--- src/rtl/bfs_path_buf.sv ---
`timescale 1ns / 1ps
// bfs_path_buf: small path buffer, one write port, one registered read port.
// Depends on nothing but its parameters.
module bfs_path_buf #(
  parameter int DEPTH = 64,
  parameter int AW    = 6,
  parameter int DW    = 12
) (
  input  logic          clk,
  input  logic          we,
  input  logic [AW-1:0] waddr,
  input  logic [DW-1:0] wdata,
  input  logic [AW-1:0] raddr,
  output logic [DW-1:0] rdata
);

  logic [DW-1:0] mem [DEPTH];

  // write port
  always_ff @(posedge clk) begin
    if (we) begin
      mem[waddr] <= wdata;
    end
  end

  // registered read
  always_ff @(posedge clk) begin
    rdata <= mem[raddr];
  end

endmodule

--- config.mk ---
export PLATFORM = sky130hd
export DESIGN_NAME = bfs_path_buf
export DESIGN_NICKNAME = d
export VERILOG_FILES = /design/src/rtl/bfs_path_buf.sv
export SDC_FILE = /design/constraint.sdc
export NUM_CORES = 1
export LEC_CHECK = 0
export BUFFER_PORTS_ARGS = -buffer_cell sky130_fd_sc_hd__buf_2
export CAP_MARGIN = 20
export CORE_MARGIN = 2
export CORE_UTILIZATION = 56
export DETAILED_ROUTE_END_ITERATION = 7
export PLACE_DENSITY_LB_ADDON = 0.1
export SKIP_LAST_GASP = 1
export SYNTH_ARGS = -nofsm -noshare
export SYNTH_HDL_FRONTEND = slang
export SYNTH_SLANG_ARGS = --single-unit
--- constraint.sdc ---
create_clock -name clk -period 2.1 [get_ports clk]
set_clock_uncertainty 0.1 [all_clocks]
set_input_delay 0.105 -clock clk [delete_from_list [all_inputs] [get_ports clk]]
set_output_delay 0.105 -clock clk [all_outputs]
set_load 0.02 [all_outputs]
==> PnR_summary.wiki <==
{| class="wikitable"
! Metric !! Value
|-
| Num rows || 84
|-
| Syn. warnings || 0
|-
| Register-to-Register Setup Slack || 0.06 ns
|-
| H-tree level count || 3
|-
| Syn_nets || 1365
|-
| Total leakage power || between 10 and 15 nW
|-
| NumNets Final || roughly 1600
|-
| Share of flip-flops with an asynchronous set or reset after synthesis || 0%
|-
| Vias in the first global route || 14900
|-
| CP cell instances || mux4_2 > nor2b_1 > a221o_1 > a311oi_2 > buf_4 > o31ai_1
|-
| Worst Tran Pin Value || about 1 ns
|-
| CTS sink count || a little under 800
|-
| Post-route clock period utilization || a little over nine tenths
|-
| Weighted congestion reported at the end of routability-driven placement || between 0.8 and 0.9
|-
| HPWL Detailed || 44.1 mm
|-
| Global-route wire length before repair || between 100 and 150 mm
|-
| Top layer used by detailed routing || met4
|-
| Top cell type's share of synthesized area || approximately 77%
|-
| Width of the die || about 230 um
|-
| Logic gate share of total power || between 5 and 6%
|-
| Critical-path maximum fanout || 1
|-
| Total track usage || a little over a quarter
|-
| Cell type of the slowest stage on the worst timing path || mux4_2
|-
| Number of buffers created by CTS || just under 80
|-
| Core region area || approximately 53000 um2
|-
| Cell at the root of the clock tree || clkbuf_16
|-
| Data required time at the worst endpoint || 2.48 ns
|-
| Type of the most critical hold path || input pin to flop
|-
| Final min period || slightly above 2 ns
|-
| Register area || roughly 23000 um2
|-
| Number of maximum-capacitance violations || 0
|-
| Fraction of final layout cells sized beyond drive strength 1 || 33.0%
|-
| Area of the die || approximately 55000 um2
|-
| Part of the total power dissipated in the clock network || between 40% and 50%
|-
| Count of filler cells inserted in the layout || approximately 3400
|-
| Starting density of the core || 56.7%
|-
| Most frequently used flop master after synthesis || edfxtp_1
|-
| Distinct cell type count after synthesis || 35
|-
| Peak per-stage delay on the critical path || between 0.4 and 0.5 ns
|-
| Pin count of the biggest net entering global routing || 65
|-
| Category of the worst setup path capture point || flop
|-
| Area of combinational cells with multiple inputs || about 6100 um2
|-
| Net switching component of the power || 0.00678 W
|-
| Proportion of power drawn by flip-flops and latches || a little over half
|-
| Post-synthesis average cell area || around 22 um2
|-
| Remaining Overflow, GRT || 0
|-
| Number of antenna violations at the first check in global routing || 2
|-
| Crit path max-delay family || compound AO/OA/AOI/OAI gates
|-
| Sort of element at the start of the critical path || flop
|-
| Status || finished, final reports clean
|-
| Area Overhead vs Synth || 17.0%
|-
| Top cells by area in the synthesized netlist || edfxtp_1 (77%), mux4_2 (14%), nor2_1 (0.93%)
|-
| Setup TNS || 0 ns
|-
| WL per Instance || 30.3 um
|-
| Worst path arrival time || about 2.4 ns
|-
| Critical path class || flop to flop
|-
| Dominant cell type by area after synthesis || edfxtp_1
|-
| Worst-case clock buffer depth || 3
|-
| Worst skew pair latency || ~0.62 ns
|-
| Starting DRC count in detailed routing || 1680
|-
| Overall routed net length || 70.8 mm
|-
| Detailed route wirelength on metal3 || approximately 5.2 mm
|-
| Number of synthesized flops with an enable pin || roughly 770
|-
| Total I/O pin count || 38
|-
| Clock-pin slew on the worst setup and hold paths || approximately 0.060 ns
|-
| Power density normalized to cell area || about 940 nW/um2
|-
| Headroom to the max-slew limit || between 30% and 40%
|-
| Maximum VDD drop || roughly 0.79 mV
|-
| Per-cell via count in the routed design || between 6 and 7
|-
| Wire length on met2 || ~35 mm
|-
| Synthesized instance count || roughly 1300
|-
| Number of detailed-route iterations in the first pass || 7
|-
| Post-CTS Setup Inserts || 0
|-
| Register bit count reported by yosys || a little under 800
|-
| Fraction of the core area covered by cells at the end of the flow || approximately 66%
|-
| Height of the die || about 230 um
|-
| Unrepaired setup endpoints after global routing || yes
|-
| Sw Ratio || ~21%
|-
| Area of the mapped netlist || between 20000 and 30000 um2
|-
| Routed vias || about 15000
|-
| Final Hold Viols || 0
|-
| Max Clock Freq || just under 500 MHz
|-
| Routed length on met1 || approximately 28 mm
|-
| CTS tree || yes
|-
| Final routed DRC violation total || 0
|-
| Port bufs || 37
|-
| Number of buffer and inverter instances along the worst setup path || 1
|-
| Sequential fraction of the synthesis area || around four fifths
|-
| Number of pins with negative max-slew slack in the final report || 0
|-
| Total of endpoints with negative setup slack in the final report || 0
|-
| Remaining number of nets flagged by the antenna check after routing || 0
|-
| Internal power summed over all cells || between 0.02 and 0.03 W
|}
## synth_stat cells (14+ instances only)
master and count:
edfxtp_1 768, mux4_2 192, nor2_1 74, clkbuf_1 33, o22ai_1 23, nand2b_1 21
mux2i_1 20, o221ai_1 16, nor2b_1 15, nand2_1 14, nand3_1 14
## sequential cells by signal (all words and copies together) (netlist names)
signal	cells
rdata	12
mem	768
## worst paths after layout
check	endpoint	start	cells after the start
worst max-delay path	rdata[1]	mem[36][1]	6
worst min-delay path	mem[49][1]	waddr[2]	3
worst max register to register	rdata[1]	mem[36][1]	6
worst min register to register	rdata[7]	mem[39][7]	4
## worst register-to-register path, delay by kind of cell (launching register included)
family	cells	cell delay, ns
simple gates	1	0.14
compound gates	3	0.69
flops	1	0.38
buf+inv	1	0.15
mux	1	0.45
## layout by cell type (no fill, tap or decap), types with 13 or more instances in the layout
| master | instances |
|---|---|
| clkbuf_16 | 79 |
| clkbuf_1 | 17 |
| mux4_2 | 192 |
| buf_2 | 34 |
| nor2b_1 | 15 |
| nand2_1 | 14 |
| o221ai_1 | 16 |
| nand3_1 | 14 |
| edfxtp_1 | 768 |
| buf_12 | 28 |
| nand2b_1 | 21 |
| nor2_1 | 74 |
| mux2i_1 | 20 |
| o22ai_1 | 23 |
| buf_4 | 169 |
| a211oi_1 | 13 |
| clkinv_1 | 15 |
## logic make-up (layout without fill, tap and decap cells)
group                  Yosys count  count (layout)  synth area share [%]
other                            0               1                     0
AND/OR/NAND/NOR                158             158                  2.49
AO/OA/AOI/OAI                  109             109                  2.59
multiplexers                   219             219                  15.4
flip-flops                     780             780                  78.1
buffers and inverters           73             384                  1.44
## area by class of cell
cell class	instances	share of cell area, %
multi-input combinational	486	17.6
sequential	780	66.7
timing repair buffer	245	6.14
clock inverter	41	1.15
clock buffer	98	5.92
tap	688	2.46
antenna	1	0.00717
## timing repair
action	CTS	global route
hold buffers	11	1
hold endpoints to repair	479	11
resized for setup	0	2
endpoints found under the setup margin	0	2
## routing by layer
| layer | track usage (%) | vias up |
|---|---|---|
| met5 | 0 | - |
| met4 | 8.94 | 0 |
| met3 | 4.45 | 123 |
| met2 | 42.0 | 570 |
| met1 | 37.3 | 7798 |
| li1 | - | 6180 |
## power by group through the flow
stage                     clock [W]  sequential, W  combinational [W]
after floorplan                   0         0.0176           0.000869
final                        0.0136         0.0173            0.00187
after detailed placement          0         0.0176            0.00186
after CTS                    0.0138         0.0173            0.00187
after global placement            0         0.0176            0.00183
after global routing         0.0144         0.0173            0.00197
## metrics by stage
stage               std cells  setup slack (ns)  hold slack, ns  power (W)  instance area [um2]
finish                   2339            0.0578          0.0568     0.0327                34900
global route             2339           -0.0164          0.0535     0.0336                34900
global placement         2186            -0.440           0.268     0.0194                32300
CTS                      2336            0.0123          0.0152     0.0330                34900
floorplan                1339             0.111           0.104     0.0185                29900
detailed placement       2186            -0.431           0.273     0.0195                32300
(Power assumes the default switching activity.)
